## src/hdl/qcsm_pkg.sv

```systemverilog
// qcsm_pkg: shared types and constants for the quad coverage score map.
// No dependencies.
package qcsm_pkg;
  localparam int GRID_W_DEF = 256;
  localparam int GRID_H_DEF = 256;
  localparam int CW = 17;   // corner width
  localparam int QW = 16;   // score width
  localparam int NW = 17;   // output count width
  localparam int FW = 9;
  localparam int BW = 10;

  localparam logic [1:0] REG_MIN_NEW = 2'd0;
  localparam logic [1:0] REG_MAX_NEW = 2'd1;
  localparam logic [1:0] REG_MIN_BET = 2'd2;
  localparam logic [1:0] REG_BIAS    = 2'd3;

  // one classified request handed from front to back
  typedef struct packed {
    logic signed [CW-1:0] x0, y0, x1, y1, x2, y2, x3, y3;
    logic [QW-1:0]        q;
    logic [QW-1:0]        id;
    logic [12:0]          lox, hix, loy, hiy;
    logic                 empty_box;
  } quad_t;

  typedef enum logic [2:0] {
    ST_IDLE, ST_CLEAR, ST_SCAN1, ST_DECIDE, ST_SCAN2, ST_DONE
  } back_state_t;

  typedef enum logic [1:0] {
    FS_IDLE, FS_AREA, FS_BOX, FS_PUSH
  } front_state_t;

  // floor(v/16)
  function automatic logic signed [CW-1:0] fl16(input logic signed [CW-1:0] v);
    fl16 = v >>> 4;
  endfunction
  // ceil(v/16); one extra bit so the top corner values do not wrap
  function automatic logic signed [CW-1:0] cl16(input logic signed [CW-1:0] v);
    logic signed [CW:0] w;
    w = {v[CW-1], v} + (CW+1)'(15);
    cl16 = CW'(w >>> 4);
  endfunction
endpackage

```

## src/hdl/qcsm_front.sv

```systemverilog
// qcsm_front: accepts quads, assigns ids, orders corners, clips bounding box.
// Depends on qcsm_pkg.
module qcsm_front #(
  parameter int GRID_WIDTH  = qcsm_pkg::GRID_W_DEF,
  parameter int GRID_HEIGHT = qcsm_pkg::GRID_H_DEF
) (
  input  logic                        clk,
  input  logic                        rst,
  input  logic                        start,
  output logic                        busy,
  input  logic signed [qcsm_pkg::CW-1:0] c1x, c1y, c2x, c2y, c3x, c3y, c4x, c4y,
  input  logic [qcsm_pkg::QW-1:0]      quality,
  output logic                        push,
  input  logic                        full,
  output qcsm_pkg::quad_t             qout
);
  import qcsm_pkg::*;
  front_state_t st, st_next;
  quad_t        r;
  logic [QW-1:0] next_id;
  logic signed [36:0] area;
  logic [1:0]   k;
  logic signed [CW-1:0] px [4];
  logic signed [CW-1:0] py [4];
  logic signed [CW-1:0] mnx, mxx, mny, mxy, flx, fly, clx, cly;
  logic signed [CW:0] t0, t1;
  logic signed [36:0] prod;
  logic [1:0] kn;

  assign px[0] = r.x0; assign px[1] = r.x1; assign px[2] = r.x2; assign px[3] = r.x3;
  assign py[0] = r.y0; assign py[1] = r.y1; assign py[2] = r.y2; assign py[3] = r.y3;
  assign kn = k + 2'd1;

  always_comb begin
    t0 = {px[kn][CW-1], px[kn]} - {px[k][CW-1], px[k]};
    t1 = {py[kn][CW-1], py[kn]} + {py[k][CW-1], py[k]};
    prod = 37'(t0) * 37'(t1);
  end

  always_comb begin
    mnx = r.x0; mxx = r.x0; mny = r.y0; mxy = r.y0;
    for (int i = 1; i < 4; i++) begin
      if (px[i] < mnx) mnx = px[i];
      if (px[i] > mxx) mxx = px[i];
      if (py[i] < mny) mny = py[i];
      if (py[i] > mxy) mxy = py[i];
    end
    flx = fl16(mnx); fly = fl16(mny); clx = cl16(mxx); cly = cl16(mxy);
  end

  always_comb begin
    st_next = st;
    unique case (st)
      FS_IDLE: if (start) st_next = FS_AREA;
      FS_AREA: if (k == 2'd3) st_next = FS_BOX;
      FS_BOX:  st_next = FS_PUSH;
      FS_PUSH: if (!full) st_next = FS_IDLE;
      default: st_next = FS_IDLE;
    endcase
  end

  assign busy = (st != FS_IDLE);
  assign push = (st == FS_PUSH) && !full;
  assign qout = r;

  always_ff @(posedge clk) begin
    if (rst) begin
      st <= FS_IDLE;
      next_id <= '0;
      k <= '0;
    end else begin
      st <= st_next;
      if (st == FS_IDLE && start) begin
        next_id <= next_id + 1'b1;
        k <= '0;
      end else if (st == FS_AREA) begin
        k <= k + 2'd1;
      end
    end
  end

  always_ff @(posedge clk) begin
    if (st == FS_IDLE && start) begin
      r.x0 <= c1x; r.y0 <= c1y; r.x1 <= c2x; r.y1 <= c2y;
      r.x2 <= c3x; r.y2 <= c3y; r.x3 <= c4x; r.y3 <= c4y;
      r.q <= quality; r.id <= next_id;
      area <= '0;
    end else if (st == FS_AREA) begin
      area <= area + prod;
    end else if (st == FS_BOX) begin
      if (area > 0) begin
        r.x1 <= r.x3; r.y1 <= r.y3; r.x3 <= r.x1; r.y3 <= r.y1;
      end
      r.lox <= flx < 0 ? '0 : 13'(flx);
      r.loy <= fly < 0 ? '0 : 13'(fly);
      r.hix <= clx > CW'(GRID_WIDTH - 1)  ? 13'(GRID_WIDTH - 1)  : 13'(clx);
      r.hiy <= cly > CW'(GRID_HEIGHT - 1) ? 13'(GRID_HEIGHT - 1) : 13'(cly);
      r.empty_box <= (clx < 0) || (cly < 0) || (flx > CW'(GRID_WIDTH - 1)) ||
                     (fly > CW'(GRID_HEIGHT - 1)) || (flx > clx) || (fly > cly);
    end
  end
endmodule

```

## config.mk

```make
export PLATFORM = sky130hd
export DESIGN_NAME = qcsm_front
export DESIGN_NICKNAME = d
export VERILOG_FILES = /design/src/hdl/qcsm_pkg.sv /design/src/hdl/qcsm_front.sv
export SDC_FILE = /design/constraint.sdc
export NUM_CORES = 2
export LEC_CHECK = 0
export ABC_AREA = 1
export BUFFER_PORTS_ARGS = -buffer_cell sky130_fd_sc_hd__buf_2
export CAP_MARGIN = 25
export CORE_ASPECT_RATIO = 1.5
export CORE_MARGIN = 1.5
export CORE_UTILIZATION = 40
export DETAILED_ROUTE_END_ITERATION = 6
export HOLD_SLACK_MARGIN = 0.15
export SLEW_MARGIN = 20
export SYNTH_ARGS = -nofsm -noshare
export SYNTH_HDL_FRONTEND = slang
export SYNTH_SLANG_ARGS = --single-unit
```

## constraint.sdc

```tcl
create_clock -name clk -period 25.1 [get_ports clk]
set_input_delay 3.765 -clock clk [delete_from_list [all_inputs] [get_ports clk]]
set_output_delay 3.765 -clock clk [all_outputs]
set_load 0.02 [all_outputs]
```

======== After elaboration in Yosys (flattened, before gate mapping) ========
Index checks and enable logic that the tools add are counted.
operators by class
  add/sub/neg operators ................... 7
  multiply operators ...................... 1
  magnitude comparators ................... 25
  equality and inequality tests ........... 8
  mux-type cells .......................... 36
  bitwise operators ....................... 4
  reductions and logical operators ........ 16
operators by type and width
  cell                                                            count
  two-way mux 17 bit                                              20
  two-way mux 34 bit                                              8
  binary-select mux 17 bit (select 2 bit)                         4
  greater-than comparator 17 bit                                  6
  less-than comparator 17 bit                                     6
  adder 37 x 36 -> 37 bit                                         1
  greater-than comparator 37 x 1 -> 1 bit, second input constant  1
  adder 17 x 5 -> 18 bit, second input constant                   2
  multiplier 18 x 18 -> 36 bit                                    1
  greater-than comparator 13 x 14 -> 1 bit                        2
  greater-than comparator 14 x 9 -> 1 bit, second input constant  2
  less-than comparator 14 x 1 -> 1 bit, second input constant     2
  greater-than comparator 13 x 9 -> 1 bit, second input constant  2
  less-than comparator 13 x 1 -> 1 bit, second input constant     2
  adder 17 x 17 -> 18 bit                                         1
  subtractor 17 x 17 -> 18 bit                                    1
  adder 16 x 1 -> 16 bit, second input constant                   1
  AND reduction 3 bit                                             3
  != test 2 bit, second input constant                            4
  one-hot mux 2 bit (4 select lines)                              1
  == test 2 bit, second input constant                            3
  >= comparator 3 bit, second input constant                      2
  two-way mux 2 bit                                               3
  NOT 2 -> 3 bit                                                  2
  9 further kinds                                                 17
storage, ports and cells
  bits in registers ....................... 278
  input bits .............................. 156
  output and inout port bits .............. 223
  word-level logic and storage cells ...... 116

======== Longest topological paths before layout ========
  depth after elaboration ................. 13
  mapped depth ............................ 63
  depth with buffers taken out ............ 60

======== Worst setup path before layout ========
Ideal clock, no wire load.
  path type ............................... flip-flop to flip-flop
  start point ............................. reg k[0]
  end point ............................... reg area[34]
  library setup time ...................... 0.115 ns
  arrival time ............................ 9.621 ns
  required time ........................... 24.985 ns
  path slack .............................. 15.363 ns
  stages on the path, launching flop included .. 52
  buffers on the path ..................... 5
  period minus slack after synthesis ...... 9.737 ns
  cell sequence ........................... dfxtp_1 clkbuf_1 inv_1 clkbuf_1 clkbuf_1 clkbuf_1 nand2_1 a21oi_1 ha_1 fa_1 a21oi_1 o21bai_1 a21oi_1 o21bai_1 nand2_1 nand2_1 a21oi_1 or2_2 [... 16 more ...] inv_1 fa_1 fa_1 inv_1 fa_1 fa_1 ha_1 nand2_1 o21ai_0 a21oi_1 o21ai_0 a31oi_1 o21ai_0 a21boi_0 o21ai_0 xor2_1 o21ai_0 inv_1
between the ends
  longest elaborated chain between the ends .. 8
  elaborated cells between the ends (all ways) .. 19
  classes of those cells .................. add/sub: 4; mul: 1; mux: 12; bitwise: 2
ends and longest elaborated chain
  item                                                                     line                                text
  start: declaration                                                       qcsm_front.sv:22                    logic [1:0] k;
  start signal: assignment                                                 qcsm_front.sv:77                    k <= k + 2'd1;
  adder 2 x 1 -> 2 bit                                                     qcsm_front.sv:32                    assign kn = k + 2'd1;
  NOT 2 -> 3 bit (not written as such)                                     qcsm_front.sv:35, qcsm_front.sv:36
  binary-select mux 17 bit (select 2 bit) (on tied branches)               qcsm_front.sv:35, qcsm_front.sv:36
  two-way mux 17 bit (on tied branches) (2 in a row)                       qcsm_front.sv:35, qcsm_front.sv:36
  subtractor 17 x 17 -> 18 bit or adder 17 x 17 -> 18 bit (tied branches)  qcsm_front.sv:35, qcsm_front.sv:36
  multiplier 18 x 18 -> 36 bit (*)                                         qcsm_front.sv:37                    prod = 37'(t0) * 37'(t1);
  adder 37 x 36 -> 37 bit (*)                                              qcsm_front.sv:89                    area <= area + prod;
  end signal: assignment                                                   qcsm_front.sv:89
  end: declaration                                                         qcsm_front.sv:21                    logic signed [36:0] area;
Mark *: on every way between the ends. The rest lies on a longest branch, timed or not. The select of a mux whose other input is x is not followed.
A chain may end at the register's enable or synchronous reset.

======== Worst setup path after layout ========
  start point ............................. reg k[0]
  end point ............................... reg area[36]
Same word-level chain as after synthesis.

==> impl_metrics.env <==
export IMPL_syn_to_final_growth_pct=12.2
export IMPL_multiInputGateArea_sq_um=22700
export IMPL_final_max_slew_viol_count=0
export IMPL_viasPerCell=5.17
export IMPL_wl_per_cell_microns=19.4
export IMPL_cp_max_fo=96
export IMPL_dieArea_sq_um=85700
export IMPL_seqCellArea_sq_um=7780
export IMPL_async_flop_share_pct=0
export IMPL_ys_types=53
export IMPL_post_dp_cell_area_sq_um=36600
export IMPL_post_route_min_period_ps=11830
export IMPL_cap_violations=0
export IMPL_slew_limit_headroom_pct=32.5
export IMPL_clockBufferDepth=3
export IMPL_cts_tree="built"
export IMPL_skew_ps=18.0
export IMPL_synth_ff_type="edfxtp_1"
export IMPL_postRouteAntennaNets=0
export IMPL_mostFrequentLayoutCell="nand2_1"
export IMPL_drt_iter0_markers=1950
export IMPL_timing_final_crit_share_pct=47.1
export IMPL_reg2reg_to="area[36]"
export IMPL_layout_nets=5366
export IMPL_routed_wl_mm=109
export IMPL_rsz0062_at_grt="no"
export IMPL_min_to="qout[58]"
export IMPL_synth_simple_gate_area_share_pct=18.6
export IMPL_startpoint="k[0]"
export IMPL_worstSkewPairLatency_ps=650
export IMPL_dr_total_vias=29100
export IMPL_synth_enable_flop_cells=221
export IMPL_io_pins=379
export IMPL_cp_depth=45
export IMPL_crit_required_ps=25640
export IMPL_worst_setup_path_end_kind="flop"
export IMPL_path_buf_inv=7
export IMPL_core_sq_um=82800
export IMPL_synth_seq_area_share_pct=23.2
export IMPL_setup_violations=0
export IMPL_drc=0
export IMPL_cpMostUsedCell="nand2_1"
export IMPL_hp_class="reg -> reg"
export IMPL_synth_mux_area_share_pct=0
export IMPL_min_delay_path_depth=0
export IMPL_grt_antenna_before_repair=2
export IMPL_synth_seq_cells=278
export IMPL_grt_max_degree=100
export IMPL_rr_worst_depth=45
export IMPL_die_w_microns=240
export IMPL_syn_cell_area_sq_um=33600
export IMPL_grt_overflow_total=0
export IMPL_critPathTopFamily="adder cells"
export IMPL_synth_top_family_by_area="adder cells"
export IMPL_maxClockFrequency_mhz=84.5
export IMPL_syn_mean_instance_area_sq_um=8.02
export IMPL_rr_startpoint="k[0]"
export IMPL_cts_setup_buffers=0
export IMPL_dr_pass1_iters=6
export IMPL_numCtsBuffers=31
export IMPL_slowest_delay_ps=720
export IMPL_die_y_microns=358
export IMPL_hold_buffers=0
export IMPL_synth_xor_area_share_pct=1.90
export IMPL_antennaDiodeCount=0
export IMPL_cts_max_level=1
export IMPL_gp_congestion=0.947
export IMPL_finalInstanceArea_sq_um=37700
export IMPL_ys_warn_count=0
export IMPL_status="completed"
export IMPL_portBuffers=378
export IMPL_min_from="next_id[5]"
export IMPL_synth_compound_area_share_pct=11.7
export IMPL_grt_pass1_vias=29300
export IMPL_clk_pin_slew_ps=70
export IMPL_grt_total_usage_pct=25.6
export IMPL_critPathSlowestCell="dfxtp_4"
export IMPL_grt_pass1_wl_mm=167
export IMPL_final_hold_violation_count=0
export IMPL_start_util_pct=40.5
export IMPL_mostFrequentLayoutCells="nand2_1 (956), inv_1 (688), buf_2 (378), fa_1 (372), nor2_1 (359)"
export IMPL_worst_pin_slew_ps=1010
export IMPL_cts_sinks=278
export IMPL_dp_final_hpwl_mm=89.0
export IMPL_r2r_slack_ps=13270
export IMPL_netlist_instances=4187
export IMPL_path_class="reg -> reg"
export IMPL_ctsResizeCount=0
export IMPL_start_kind="flop"
export IMPL_fp_row_count=129
export IMPL_synth_adder_area_share_pct=35.2
export IMPL_tns_ps=0
export IMPL_cp_arrival_ps=12370
export IMPL_nFillCells=8310
export IMPL_drive_gt1_share_pct=11.5
export IMPL_root_buffer="clkbuf_16"
-- kinds of logic (layout without fill, tap and decap cells) --
family                   count (synthesis)  after routing
AO/OA/AOI/OAI                          741            741
AND/OR/NAND/NOR                       1535           1535
other                                    1              2
buffers and inverters                  839           1165
XOR/XNOR                                73             73
adder cells (fa/ha/maj)                720            720
flip-flops                             278            278
-- worst max-delay path by stage --
stage                to  slack, ps
2_1_floorplan  area[34]      15360
3_3_place_gp   area[34]      13460
3_5_place_dp   area[34]      13400
4_1_cts        area[34]      13320
5_1_grt        area[36]      12330
6_report       area[36]      13270
-- state kept, by name (all words and copies together) (netlist names) --
name     count
area        37
k            2
next_id     16
qout       221
st           2
-- stage by stage --
step | std cells | util [%] | setup slack (ps) | hold slack (ps)
after floorplan | 4188 | - | 15360 | 408
after global placement | 5567 | 44.2 | 13460 | 415
after detailed placement | 5569 | 44.2 | 13400 | 416
after CTS | 5626 | 45.5 | 13320 | 432
after global routing | 5627 | 45.5 | 12330 | 450
final | 5627 | 45.5 | 13270 | 431
-- cell usage after synthesis (all sizes together), types with 2 or more instances --
cell | count | area share [%]
o311ai | 2 | 0.052
o21a | 8 | 0.18
nand3b | 3 | 0.067
nand3 | 92 | 1.4
nor3 | 28 | 0.45
a21o | 6 | 0.13
nor3b | 2 | 0.045
or2 | 16 | 0.30
edfxtp | 221 | 20
buf | 18 | 0.32
inv | 693 | 7.7
fa | 372 | 22
nor2 | 364 | 4.2
or3 | 2 | 0.037
o221ai | 6 | 0.16
ha | 348 | 13
a221oi | 3 | 0.078
a21boi | 4 | 0.089
xnor2 | 24 | 0.63
and2 | 4 | 0.075
o22ai | 16 | 0.30
clkbuf | 121 | 1.4
nand2 | 975 | 11
nor4 | 14 | 0.26
dfxtp | 57 | 3.4
a2111oi | 2 | 0.052
nand4 | 35 | 0.67
a21oi | 286 | 4.3
a211oi | 4 | 0.089
a22oi | 2 | 0.045
o211ai | 7 | 0.16
o21ai | 379 | 5.7
clkinv | 7 | 0.078
o21bai | 6 | 0.13
xor2 | 49 | 1.3
a31oi | 7 | 0.13
-- final cells by class --
| class | count | area share, % |
|---|---|---|
| clock buffers | 40 | 2.20 |
| clock inverters | 17 | 0.601 |
| flip-flops and latches | 278 | 20.7 |
| inverters | 700 | 7.00 |
| multi-input cells | 3071 | 60.2 |
| well taps | 1113 | 3.70 |
| repair buffers | 408 | 5.68 |
-- layer usage --
layer  vias to the layer above  track usage [%]  routed length, microns  part of all wire [%]
li1                      14000                -                       -                     -
met2                       974             46.4                   55400                    51
met4                         2             13.2                    6300                   5.8
met3                       299             3.09                    6190                   5.7
met5                         -                0                      13                 0.012
met1                     13800             29.4                   41200                    38
Power is left out: the tool's default activity adds up to more than one toggle a clock period on the data nets, which glitch-free logic cannot reach.
