File: config.mk
export PLATFORM = sky130hd
export DESIGN_NAME = qcsm_fifo
export DESIGN_NICKNAME = d
export VERILOG_FILES = /design/src/hdl/qcsm_pkg.sv /design/src/hdl/qcsm_fifo.sv
export SDC_FILE = /design/constraint.sdc
export NUM_CORES = 1
export LEC_CHECK = 0
export BUFFER_PORTS_ARGS = -buffer_cell sky130_fd_sc_hd__buf_2
export CORE_MARGIN = 1.5
export CORE_UTILIZATION = 50
export DETAILED_ROUTE_END_ITERATION = 8
export PLACE_DENSITY = 0.79
export REMOVE_ABC_BUFFERS = 1
export SLEW_MARGIN = 0
export SYNTH_ARGS = -nofsm -noshare
export SYNTH_HDL_FRONTEND = slang
export SYNTH_SLANG_ARGS = --single-unit
File: constraint.sdc
create_clock -name clk -period 15.4 [get_ports clk]
set_input_delay 1.54 -clock clk [delete_from_list [all_inputs] [get_ports clk]]
set_output_delay 1.54 -clock clk [all_outputs]
set_load 0.005 [all_outputs]
File: src/hdl/qcsm_pkg.sv
// qcsm_pkg: shared types and constants for the quad coverage score map.
// No dependencies.
package qcsm_pkg;
  localparam int GRID_W_DEF = 256;
  localparam int GRID_H_DEF = 256;
  localparam int CW = 17;   // corner width
  localparam int QW = 16;   // score width
  localparam int NW = 17;   // output count width
  localparam int FW = 9;
  localparam int BW = 10;

  localparam logic [1:0] REG_MIN_NEW = 2'd0;
  localparam logic [1:0] REG_MAX_NEW = 2'd1;
  localparam logic [1:0] REG_MIN_BET = 2'd2;
  localparam logic [1:0] REG_BIAS    = 2'd3;

  // one classified request handed from front to back
  typedef struct packed {
    logic signed [CW-1:0] x0, y0, x1, y1, x2, y2, x3, y3;
    logic [QW-1:0]        q;
    logic [QW-1:0]        id;
    logic [12:0]          lox, hix, loy, hiy;
    logic                 empty_box;
  } quad_t;

  typedef enum logic [2:0] {
    ST_IDLE, ST_CLEAR, ST_SCAN1, ST_DECIDE, ST_SCAN2, ST_DONE
  } back_state_t;

  typedef enum logic [1:0] {
    FS_IDLE, FS_AREA, FS_BOX, FS_PUSH
  } front_state_t;

  // floor(v/16)
  function automatic logic signed [CW-1:0] fl16(input logic signed [CW-1:0] v);
    fl16 = v >>> 4;
  endfunction
  // ceil(v/16); one extra bit so the top corner values do not wrap
  function automatic logic signed [CW-1:0] cl16(input logic signed [CW-1:0] v);
    logic signed [CW:0] w;
    w = {v[CW-1], v} + (CW+1)'(15);
    cl16 = CW'(w >>> 4);
  endfunction
endpackage

File: src/hdl/qcsm_fifo.sv
// qcsm_fifo: two-entry queue of classified quads between front and back.
// Depends on qcsm_pkg.
module qcsm_fifo (
  input  logic            clk,
  input  logic            rst,
  input  logic            push,
  input  qcsm_pkg::quad_t din,
  output logic            full,
  input  logic            pop,
  output logic            nonempty,
  output qcsm_pkg::quad_t dout
);
  import qcsm_pkg::*;
  quad_t      mem [2];
  logic       wp, rp;
  logic [1:0] cnt;

  assign full = (cnt == 2'd2);
  assign nonempty = (cnt != 2'd0);
  assign dout = mem[rp];

  always_ff @(posedge clk) begin
    if (rst) begin
      wp <= 1'b0; rp <= 1'b0; cnt <= '0;
    end else begin
      if (push) wp <= ~wp;
      if (pop) rp <= ~rp;
      cnt <= cnt + {1'b0, push} - {1'b0, pop};
    end
  end
  always_ff @(posedge clk) if (push) mem[wp] <= din;
endmodule

**After elaboration in Yosys (flattened, before gate mapping)**

Memory sizes are Yosys's and may differ from the RTL's. A register that Yosys moved wholly into a read port is not among the register bits.
Cells that the tools add are included.
W data, S select, Z words.

- Register bits: 4
- Latch bits: 0
- Bits in writable memories: 442
- ROM bits: 0
- Input bits: 225
- Output and inout bits: 223
- Word-level logic and storage cells: 14
- Memories kept: 1

- Add/sub/neg operators: 2
- Multiply operators: 0
- Divide/modulo/power cells: 0
- $lt $le $gt $ge: 0
- Eq/ne operators: 1
- Shifts and indexed selects: 0
- Muxes and demuxes: 4
- Bitwise operators: 2
- Reductions and logical operators: 1

Memories:

| name | depth | bits a word | read ports | clocked after memory_dff | wr ports | RTL line | RTL |
|---|---|---|---|---|---|---|---|
| mem | 2 | 221 | 1 | 1 | 1 | qcsm_fifo.sv:14 | `quad_t mem [2];` |

Operators by type and width:

| cell | number |
|---|---|
| $mux W1 | 4 |
| $add A2 B1 Y2 | 1 |
| $eq A2 B2 Y1 const B | 1 |
| $not A1 Y1 | 2 |
| $reduce_bool A2 Y1 | 1 |
| $sub A2 B1 Y2 | 1 |

**Depth between registers and ports, before layout**

Gate-level depths: netlist of run 1.

- Word-level depth: 3
- Mapped depth: 6
- Gate-level depth less buffers: 6

**Least setup slack after synthesis of run 1**

Ideal clock, no wire load.

- Path type: input -> register
- From: input push
- To: memory mem[0][0] (netlist name) (enable)
- Setup time: 0.833 ns
- Data arrival time: 11.061 ns
- Required time: 14.567 ns
- Setup slack: 3.507 ns
- Stages on the path: 1
- Buffers on the path: 0
- Path through: nor2b_1

- Cells in the longest elaborated chain, start to end: 2

RTL lines:

| element | RTL line | RTL |
|---|---|---|
| start: declaration | qcsm_fifo.sv:6 | `input logic push,` |
| $mux W1 | qcsm_fifo.sv:31 | `always_ff @(posedge clk) if (push) mem[wp] <= din;` |
| $mux W1 (not written as such) | qcsm_fifo.sv:31 |  |
| end: declaration | qcsm_fifo.sv:14 |  |

No other way between the ends.

==> results of run 1 <==
[critical path, cell delays in order (launching register included)]
cell	delay [ns]
sky130_fd_sc_hd__dfxtp_4	0.61
sky130_fd_sc_hd__buf_12	0.78
sky130_fd_sc_hd__buf_4	0.87
sky130_fd_sc_hd__mux2_2	0.43
sky130_fd_sc_hd__buf_2	0.13
[area by class of cell]
type                       count  area, sq um  share of cell area [%]
sequential                   447        13400                    63.7
multi-input combinational    235         3320                    15.8
timing repair buffer         454         2300                    11.0
clock buffer                  64         1260                    5.99
tap                          448          561                    2.67
clock inverter                17          169                   0.804
antenna                        7         17.5                  0.0834
inverter                       2         7.51                  0.0357
[cell usage after synthesis]
library cell               number
sky130_fd_sc_hd__edfxtp_1     442
sky130_fd_sc_hd__mux2_4       190
sky130_fd_sc_hd__mux2_2        31
sky130_fd_sc_hd__buf_12        11
sky130_fd_sc_hd__buf_6         11
sky130_fd_sc_hd__dfxtp_1        5
sky130_fd_sc_hd__nor2_1         4
sky130_fd_sc_hd__buf_2          3
sky130_fd_sc_hd__nor2b_1        3
sky130_fd_sc_hd__ha_1           2
sky130_fd_sc_hd__inv_1          2
sky130_fd_sc_hd__xnor2_1        2
sky130_fd_sc_hd__and2_1         1
sky130_fd_sc_hd__or2_2          1
sky130_fd_sc_hd__xnor3_1        1
[how the worst min path moves through the flow]
stage,from,to,slack (ns),depth (start not counted)
after detailed placement,rp,rp,0.51,2
after CTS,rp,rp,0.53,2
after global placement,rp,rp,0.49,2
after global routing,rp,rp,0.56,2
final,rp,rp,0.53,2
after floorplan,rp,flop,0.48,2
[power groups by stage]
stage / sequential, uW / combinational [uW] / clock, uW
after floorplan: 1510 / 211 / 0
after global placement: 1470 / 304 / 0
final: 1450 / 306 / 1040
after detailed placement: 1470 / 308 / 0
after CTS: 1450 / 310 / 1070
after global routing: 1450 / 327 / 1110
[logic make-up (layout without fill, tap and decap cells)]
logic type | after synthesis | count (layout) | synth area share (%)
adders and majority gates | 2 | 2 | 0.147
other | 0 | 7 | 0
buffers and inverters | 27 | 537 | 2.15
DFF | 447 | 447 | 78.4
and+or+nand+nor | 9 | 9 | 0.272
xor gates and xnor gates | 3 | 3 | 0.235
muxes | 221 | 221 | 18.8
[stage by stage]
| step | hold slack (ns) | util, % |
|---|---|---|
| final | 0.529 | 62.7 |
| after global routing | 0.561 | 62.7 |
| after CTS | 0.528 | 62.6 |
| after detailed placement | 0.510 | 58.4 |
| after global placement | 0.494 | 58.4 |
| after floorplan | 0.480 | - |
[flip-flops by register name, summed over array words and instances, names as in the netlist, named ones only]
name and count:
cnt 2, mem 442, rp 1, wp 1
[routing by layer]
metal,GRT usage (%),wire (um),vias up
met5,0,51,-
met3,5.90,2740,85
met2,31.8,17100,380
met4,9.66,1220,10
li1,-,-,3784
met1,21.7,12700,4071
==> results_tabular.tex, run 1 <==
\begin{tabular}{lr}
\hline
Metric & Value \\
\hline
\multicolumn{2}{l}{\textbf{Die}} \\
Starting density of the core & 50.9\% \\
Placement Rows & 67 \\
Core region area & 0.0335 sq mm \\
Io pins & 448 \\
Area of the die & 0.0352 sq mm \\
Die boundary width & 188 um \\
Die Y & 188 um \\
\multicolumn{2}{l}{\textbf{Job}} \\
Reported max-cap violation count & 0 \\
\multicolumn{2}{l}{\textbf{Critical path}} \\
Slack of the worst reg-to-reg path & 12.39 ns \\
Startpoint-to-endpoint class of the critical path & flop to output pin \\
Largest fanout of any net on the critical path & 148 \\
Kind of capture point of the worst setup path & output pin \\
Reg2reg end & mem[0][206] \\
Worst Path Required & 13.86 ns \\
CP Capture Point & dout[26] \\
Worst reg2reg startpoint & wp \\
Launching element type of the critical path & flop \\
WP data arrival & 3.57 ns \\
Count of cells along the worst register-to-register path & 3 \\
\multicolumn{2}{l}{\textbf{Routing}} \\
Detail-routed net length per standard cell & 20.2 um \\
Post-detailed-route via-to-cell ratio & 4.98 \\
1st-pass router iterations & 4 \\
Post-route ant nets & 0 \\
Iter 0 DRT Violations & 478 \\
Total number of vias & 8330 \\
Remaining routing DRC violations & 0 \\
Total routed wirelength & 33700 um \\
\multicolumn{2}{l}{\textbf{STA}} \\
Final hold vios & 0 \\
Least-Margin Pin Slew & 1.13 ns \\
Tightest slew margin relative to the limit & 24.3\% \\
Part of the cycle the worst path needs & 33.2\% \\
Worst setup slack after layout & 10.29 ns \\
Time the final worst path needs with I/O delays and setup & 5.11 ns \\
Setup repair after global routing missed its margin & no \\
Setup violation total in the final timing report & 0 \\
Final-report max-slew violation count & 0 \\
Total negative slack & 0 ns \\
Final Skew & 0.0204 ns \\
Top achievable clock speed & 196 MHz \\
\multicolumn{2}{l}{\textbf{Placement}} \\
Instance area after placement & 0.0196 sq mm \\
IO Port Bufs & 447 \\
Weighted congestion reported at the end of routability-driven placement & 0.792 \\
Placed wire-length estimate after detailed placement & 22700 um \\
Pre-CTS WS & 10.85 ns \\
Placed Instances & 1586 \\
\multicolumn{2}{l}{\textbf{GRT}} \\
Wire length of the first global-routing pass & 49400 um \\
Vias in the first global route & 8639 \\
Final global-route overflow total & 0 \\
Total routing resource utilization after global routing & 18.8\% \\
Pin count of the biggest net entering global routing & 149 \\
Number of antenna violations at the first check in global routing & 12 \\
\multicolumn{2}{l}{\textbf{CTS}} \\
Clock tree root driver cell & sky130\_fd\_sc\_hd\_\_clkbuf\_16 \\
Clock Pin Slew Worst Setup and Hold Paths & 0.06 ns \\
Count of cells resized by post-cts repair & 0 \\
Total clock sinks & 447 \\
Bufs on Longest Clock Path & 3 \\
Clock tree from TritonCTS & yes \\
H-tree levels & 2 \\
Number of buffers created by CTS & 45 \\
Hold Buf Count CTS & 0 \\
Later-pin clock latency in the skew report & 0.55 ns \\
\# Post-CTS Setup Buffers & 0 \\
\multicolumn{2}{l}{\textbf{Power and ir drop}} \\
Internal power & 2210 uW \\
Comb power frac & 11.0\% \\
Total Power Consumption & 2800 uW \\
Switching component of the power & 587 uW \\
Total power divided by cell area & 133 mW/mm\^{}2 \\
Proportion of power drawn by the clock network & 37.3\% \\
Sequential share of power & 51.7\% \\
Largest vdd supply drop & 125 uV \\
Proportion of total power due to net switching & 21.0\% \\
Leakage power figure & 0.00830 uW \\
\multicolumn{2}{l}{\textbf{Cells and area}} \\
Fraction of final layout cells with drive strength greater than 1 & 60.9\% \\
Most frequent standard cell in the layout excluding fill and tap cells & sky130\_fd\_sc\_hd\_\_buf\_2 \\
Post-route insts no fill & 1674 \\
Final Instance Area & 0.0210 sq mm \\
Final Net Count & 1412 \\
Total of fill cells in the finished design & 2377 \\
Area growth syn-to-layout & 23.2\% \\
Most frequent cells in the layout & sky130\_fd\_sc\_hd\_\_buf\_2, sky130\_fd\_sc\_hd\_\_edfxtp\_1, sky130\_fd\_sc\_hd\_\_mux2\_4 \\
\multicolumn{2}{l}{\textbf{Logic synthesis}} \\
Gate count of the mapped netlist & 709 \\
Count of warnings emitted by yosys & 0 \\
Mean post-synth cell area & 24.1 sq um \\
Cell area after technology mapping & 0.0171 sq mm \\
Sequential share of the synthesized area & 78.4\% \\
Area leader, netlist & sky130\_fd\_sc\_hd\_\_edfxtp\_1 \\
Share of Yosys cell area claimed by the top area cell type & 77.8\% \\
Count of distinct cell types in the synthesized netlist & 15 \\
Largest cells by area after synthesis & sky130\_fd\_sc\_hd\_\_edfxtp\_1, sky130\_fd\_sc\_hd\_\_mux2\_4, sky130\_fd\_sc\_hd\_\_mux2\_2, sky130\_fd\_sc\_hd\_\_buf\_12, sky130\_fd\_sc\_hd\_\_buf\_6 \\
Post-synthesis register bit count & 447 \\
\multicolumn{2}{l}{\textbf{Run status}} \\
Outcome & complete, no violations \\
\multicolumn{2}{l}{\textbf{Hold path}} \\
Path category of the worst min-delay check & flop to flop \\
\hline
\end{tabular}
No activity file was read; power rests on OpenSTA's default activity.
==> inputs of run 2 (changes only) <==
--- a/config.mk
+++ b/config.mk
@@ -5,11 +5,12 @@
 export SDC_FILE = /design/constraint.sdc
 export NUM_CORES = 1
 export LEC_CHECK = 0
+export ABC_AREA = 1
 export BUFFER_PORTS_ARGS = -buffer_cell sky130_fd_sc_hd__buf_2
 export CORE_MARGIN = 1.5
-export CORE_UTILIZATION = 50
+export CORE_UTILIZATION = 48
 export DETAILED_ROUTE_END_ITERATION = 8
-export PLACE_DENSITY = 0.79
+export PLACE_DENSITY = 0.8
 export REMOVE_ABC_BUFFERS = 1
 export SLEW_MARGIN = 0
 export SYNTH_ARGS = -nofsm -noshare
==> constraint.sdc (replaced) <==
create_clock -name clk -period 4.1 [get_ports clk]
set_input_delay 0.41 -clock clk [delete_from_list [all_inputs] [get_ports clk]]
set_output_delay 0.41 -clock clk [all_outputs]
set_load 0.005 [all_outputs]
==> results_tabular.tex, run 2 <==
\begin{tabular}{lr}
\hline
Metric & Value \\
\hline
\multicolumn{2}{l}{\textbf{Critical path}} \\
Worst Path Required & 3.69 ns (was 13.86 ns) \\
Sequence of cells on the critical path & buf\_12 > mux2\_2 > buf\_2 (was buf\_12 > buf\_4 > mux2\_2 > buf\_2) \\
Launching element type of the critical path & flop (unchanged) \\
Cell type of the slowest stage on the worst timing path & sky130\_fd\_sc\_hd\_\_dfxtp\_4 (was sky130\_fd\_sc\_hd\_\_buf\_4) \\
Maximum cell stage delay along the critical path & 0.64 ns (was 0.87 ns) \\
Startpoint-to-endpoint class of the critical path & flop to output pin (unchanged) \\
Kind of capture point of the worst setup path & output pin (unchanged) \\
Largest fanout of any net on the critical path & 78 (was 148) \\
WP data arrival & 2.30 ns (was 3.57 ns) \\
\multicolumn{2}{l}{\textbf{Placement}} \\
Placed wire-length estimate after detailed placement & 22800 um (was 22700 um) \\
Weighted congestion reported at the end of routability-driven placement & 0.769 (was 0.792) \\
Placed Instances & 1606 (was 1586) \\
IO Port Bufs & 447 (unchanged) \\
\multicolumn{2}{l}{\textbf{Die}} \\
Core region area & 0.0348 sq mm (was 0.0335 sq mm) \\
Io pins & 448 (unchanged) \\
Area of the die & 0.0367 sq mm (was 0.0352 sq mm) \\
Starting density of the core & 49.0\% (was 50.9\%) \\
Die Y & 192 um (was 188 um) \\
Placement Rows & 68 (was 67) \\
Die boundary width & 192 um (was 188 um) \\
\multicolumn{2}{l}{\textbf{Power and ir drop}} \\
Largest vdd supply drop & 353 uV (was 125 uV) \\
Leakage power figure & 0.00832 uW (was 0.00830 uW) \\
Total power divided by cell area & 487 mW/mm\^{}2 (was 133 mW/mm\^{}2) \\
\multicolumn{2}{l}{\textbf{CTS}} \\
Later-pin clock latency in the skew report & 0.55 ns (about the same) \\
Clock tree root driver cell & sky130\_fd\_sc\_hd\_\_clkbuf\_16 (unchanged) \\
\# Post-CTS Setup Buffers & 0 (unchanged) \\
Total clock sinks & 447 (unchanged) \\
Clock tree from TritonCTS & yes (unchanged) \\
Bufs on Longest Clock Path & 3 (unchanged) \\
Clock Pin Slew Worst Setup and Hold Paths & 0.06 ns (about the same) \\
Number of buffers created by CTS & 44 (was 45) \\
Hold Buf Count CTS & 0 (unchanged) \\
Count of cells resized by post-cts repair & 0 (unchanged) \\
H-tree levels & 2 (unchanged) \\
\multicolumn{2}{l}{\textbf{Cells and area}} \\
Final Net Count & 1424 (was 1412) \\
Flip-flop count of the largest register, all copies and words added & 442 (unchanged) \\
Post-route insts no fill & 1691 (was 1674) \\
Most frequent cells in the layout & sky130\_fd\_sc\_hd\_\_buf\_2, sky130\_fd\_sc\_hd\_\_edfxtp\_1, sky130\_fd\_sc\_hd\_\_mux2\_4 (unchanged) \\
Most frequent standard cell in the layout excluding fill and tap cells & sky130\_fd\_sc\_hd\_\_buf\_2 (unchanged) \\
Largest registers ranked by flip-flop count & mem x442, cnt x2 (unchanged) \\
Area growth syn-to-layout & 23.4\% (was 23.2\%) \\
Fraction of final layout cells with drive strength greater than 1 & 60.2\% (was 60.9\%) \\
Most flop-heavy register & mem (unchanged) \\
\multicolumn{2}{l}{\textbf{Routing}} \\
Iter 0 DRT Violations & 357 (was 478) \\
Post-route ant nets & 0 (unchanged) \\
Post-detailed-route via-to-cell ratio & 4.94 (was 4.98) \\
1st-pass router iterations & 4 (unchanged) \\
Remaining routing DRC violations & 0 (unchanged) \\
Total number of vias & 8352 (was 8330) \\
Detail-routed net length per standard cell & 19.8 um (was 20.2 um) \\
Total routed wirelength & 33500 um (was 33700 um) \\
\multicolumn{2}{l}{\textbf{GRT}} \\
Pin count of the biggest net entering global routing & 119 (was 149) \\
Vias in the first global route & 8685 (was 8639) \\
Wire length of the first global-routing pass & 48400 um (was 49400 um) \\
Number of antenna violations at the first check in global routing & 8 (was 12) \\
Total routing resource utilization after global routing & 17.7\% (was 18.8\%) \\
Final global-route overflow total & 0 (unchanged) \\
\multicolumn{2}{l}{\textbf{STA}} \\
Time the final worst path needs with I/O delays and setup & 2.71 ns \\
Final hold vios & 0 (unchanged) \\
Final-report max-slew violation count & 0 (unchanged) \\
Setup violation total in the final timing report & 0 (unchanged) \\
Final Skew & 0.0146 ns (was 0.0204 ns) \\
WHS & 0.0447 ns (was 0.529 ns) \\
Least-Margin Pin Slew & 0.783 ns (was 1.13 ns) \\
Top achievable clock speed & 369 MHz \\
Tightest slew margin relative to the limit & 47.8\% (was 24.3\%) \\
Setup repair after global routing missed its margin & no (unchanged) \\
Part of the cycle the worst path needs & 66.0\% \\
\multicolumn{2}{l}{\textbf{Logic synthesis}} \\
Proportion of synthesized flip-flops having asynchronous set or reset & 0\% (unchanged) \\
Post-synthesis register bit count & 447 (unchanged) \\
Mean post-synth cell area & 23.7 sq um (was 24.1 sq um) \\
Cell with the most instances after synthesis & sky130\_fd\_sc\_hd\_\_edfxtp\_1 (unchanged) \\
Count of warnings emitted by yosys & 0 (unchanged) \\
Post-synth top cells & sky130\_fd\_sc\_hd\_\_edfxtp\_1, sky130\_fd\_sc\_hd\_\_mux2\_4, sky130\_fd\_sc\_hd\_\_mux2\_2 (unchanged) \\
Number of enable-type register cells in the synthesized netlist & 442 (unchanged) \\
Gate count of the mapped netlist & 719 (was 709) \\
Area leader, netlist & sky130\_fd\_sc\_hd\_\_edfxtp\_1 (unchanged) \\
Largest cells by area after synthesis & sky130\_fd\_sc\_hd\_\_edfxtp\_1, sky130\_fd\_sc\_hd\_\_mux2\_4, sky130\_fd\_sc\_hd\_\_mux2\_2, sky130\_fd\_sc\_hd\_\_buf\_12, sky130\_fd\_sc\_hd\_\_buf\_6 (unchanged) \\
Sequential share of the synthesized area & 78.4\% (about the same) \\
Cell area after technology mapping & 0.0171 sq mm (about the same) \\
Count of distinct cell types in the synthesized netlist & 15 (unchanged) \\
Most common flop cell mapped by yosys & sky130\_fd\_sc\_hd\_\_edfxtp\_1 (unchanged) \\
Share of Yosys cell area claimed by the top area cell type & 77.8\% (about the same) \\
\multicolumn{2}{l}{\textbf{Hold path}} \\
Path category of the worst min-delay check & input pin to flop (was flop to flop) \\
\multicolumn{2}{l}{\textbf{Job}} \\
Reported max-cap violation count & 0 (unchanged) \\
\multicolumn{2}{l}{\textbf{Run status}} \\
Outcome & complete, no violations (unchanged) \\
\hline
\end{tabular}
-- run 2: cell count changes after synthesis, sizes merged --
cell and change:
inv +6, nor2 +3, or2 -1, nand2 +5
a21oi +1, xnor3 -1, xnor2 -1, and2 -1
nor3 +1, nor2b -3, nand3 +1
-- run 2: worst paths after layout --
path,from,endpoint,slack [ns],depth (start not counted)
setup / recovery,flop,dout[12],1.39,3
hold reg to reg,rp,flop,0.53,2
setup reg to reg,wp,mem[1][143],2.18,3
hold / removal,din[188],mem[1][188],0.04,1
-- run 2: cell families (layout without fill, tap and decap cells) --
| kind of cell | Yosys count | in the layout | synth area share, % |
|---|---|---|---|
| and+or+nand+nor | 14 | 14 | 0.323 |
| DFF | 447 | 447 | 78.4 |
| other | 0 | 7 | 0 |
| xor gates and xnor gates | 1 | 1 | 0.0514 |
| adders and majority gates | 2 | 2 | 0.147 |
| AOI/OAI and AO/OA | 1 | 1 | 0.0293 |
| buffers and inverters | 33 | 543 | 2.28 |
| muxes | 221 | 221 | 18.8 |
-- run 2: metrics by stage --
| stage | power (uW) | setup slack [ns] | cell area (sq um) | TNS, ns | util (%) |
|---|---|---|---|---|---|
| after floorplan | 6340 | -6.40 | 16700 | -2748.53 | - |
| after global placement | 6540 | 1.98 | 19700 | 0 | 56.5 |
| after detailed placement | 6570 | 1.96 | 19700 | 0 | 56.5 |
| after CTS | 10400 | 1.36 | 21000 | 0 | 60.5 |
| after global routing | 10600 | 1.30 | 21000 | 0 | 60.5 |
| final | 10300 | 1.39 | 21100 | 0 | 60.5 |
-- run 2: layer usage --
metal  wire length, um  up-vias  part of all wire (%)  global-route usage (%)
li1                  -     3825                     -                       -
met1             12500     4101                    37                    20.1
met2             17100      362                    51                    30.4
met3              2810       62                   8.4                    5.42
met4              1070        2                   3.2                    8.71
met5                17        -                 0.051                       0
-- run 2: power by group --
| part | total [uW] | switching [uW] | internal [uW] |
|---|---|---|---|
| Combinational | 1090 | 497 | 592 |
| Clock | 3800 | 1560 | 2230 |
| Sequential | 5370 | 73.3 | 5300 |
-- run 2: cell type report --
| class | count | area (sq um) |
|---|---|---|
| timing repair buffer | 457 | 2390 |
| multi-input combinational | 239 | 3300 |
| sequential | 447 | 13400 |
| fill | 2493 | 13700 |
| clock buffer | 59 | 1200 |
| clock inverter | 19 | 164 |
| antenna | 7 | 17.5 |
| tap | 455 | 569 |
| inverter | 8 | 37.5 |
-- run 2: worst max-delay path: cells and delay by family (launching register included) --
kind / cells / cell delay, ns
buf+inv: 2 / 0.60
mux: 1 / 0.40
flops: 1 / 0.64
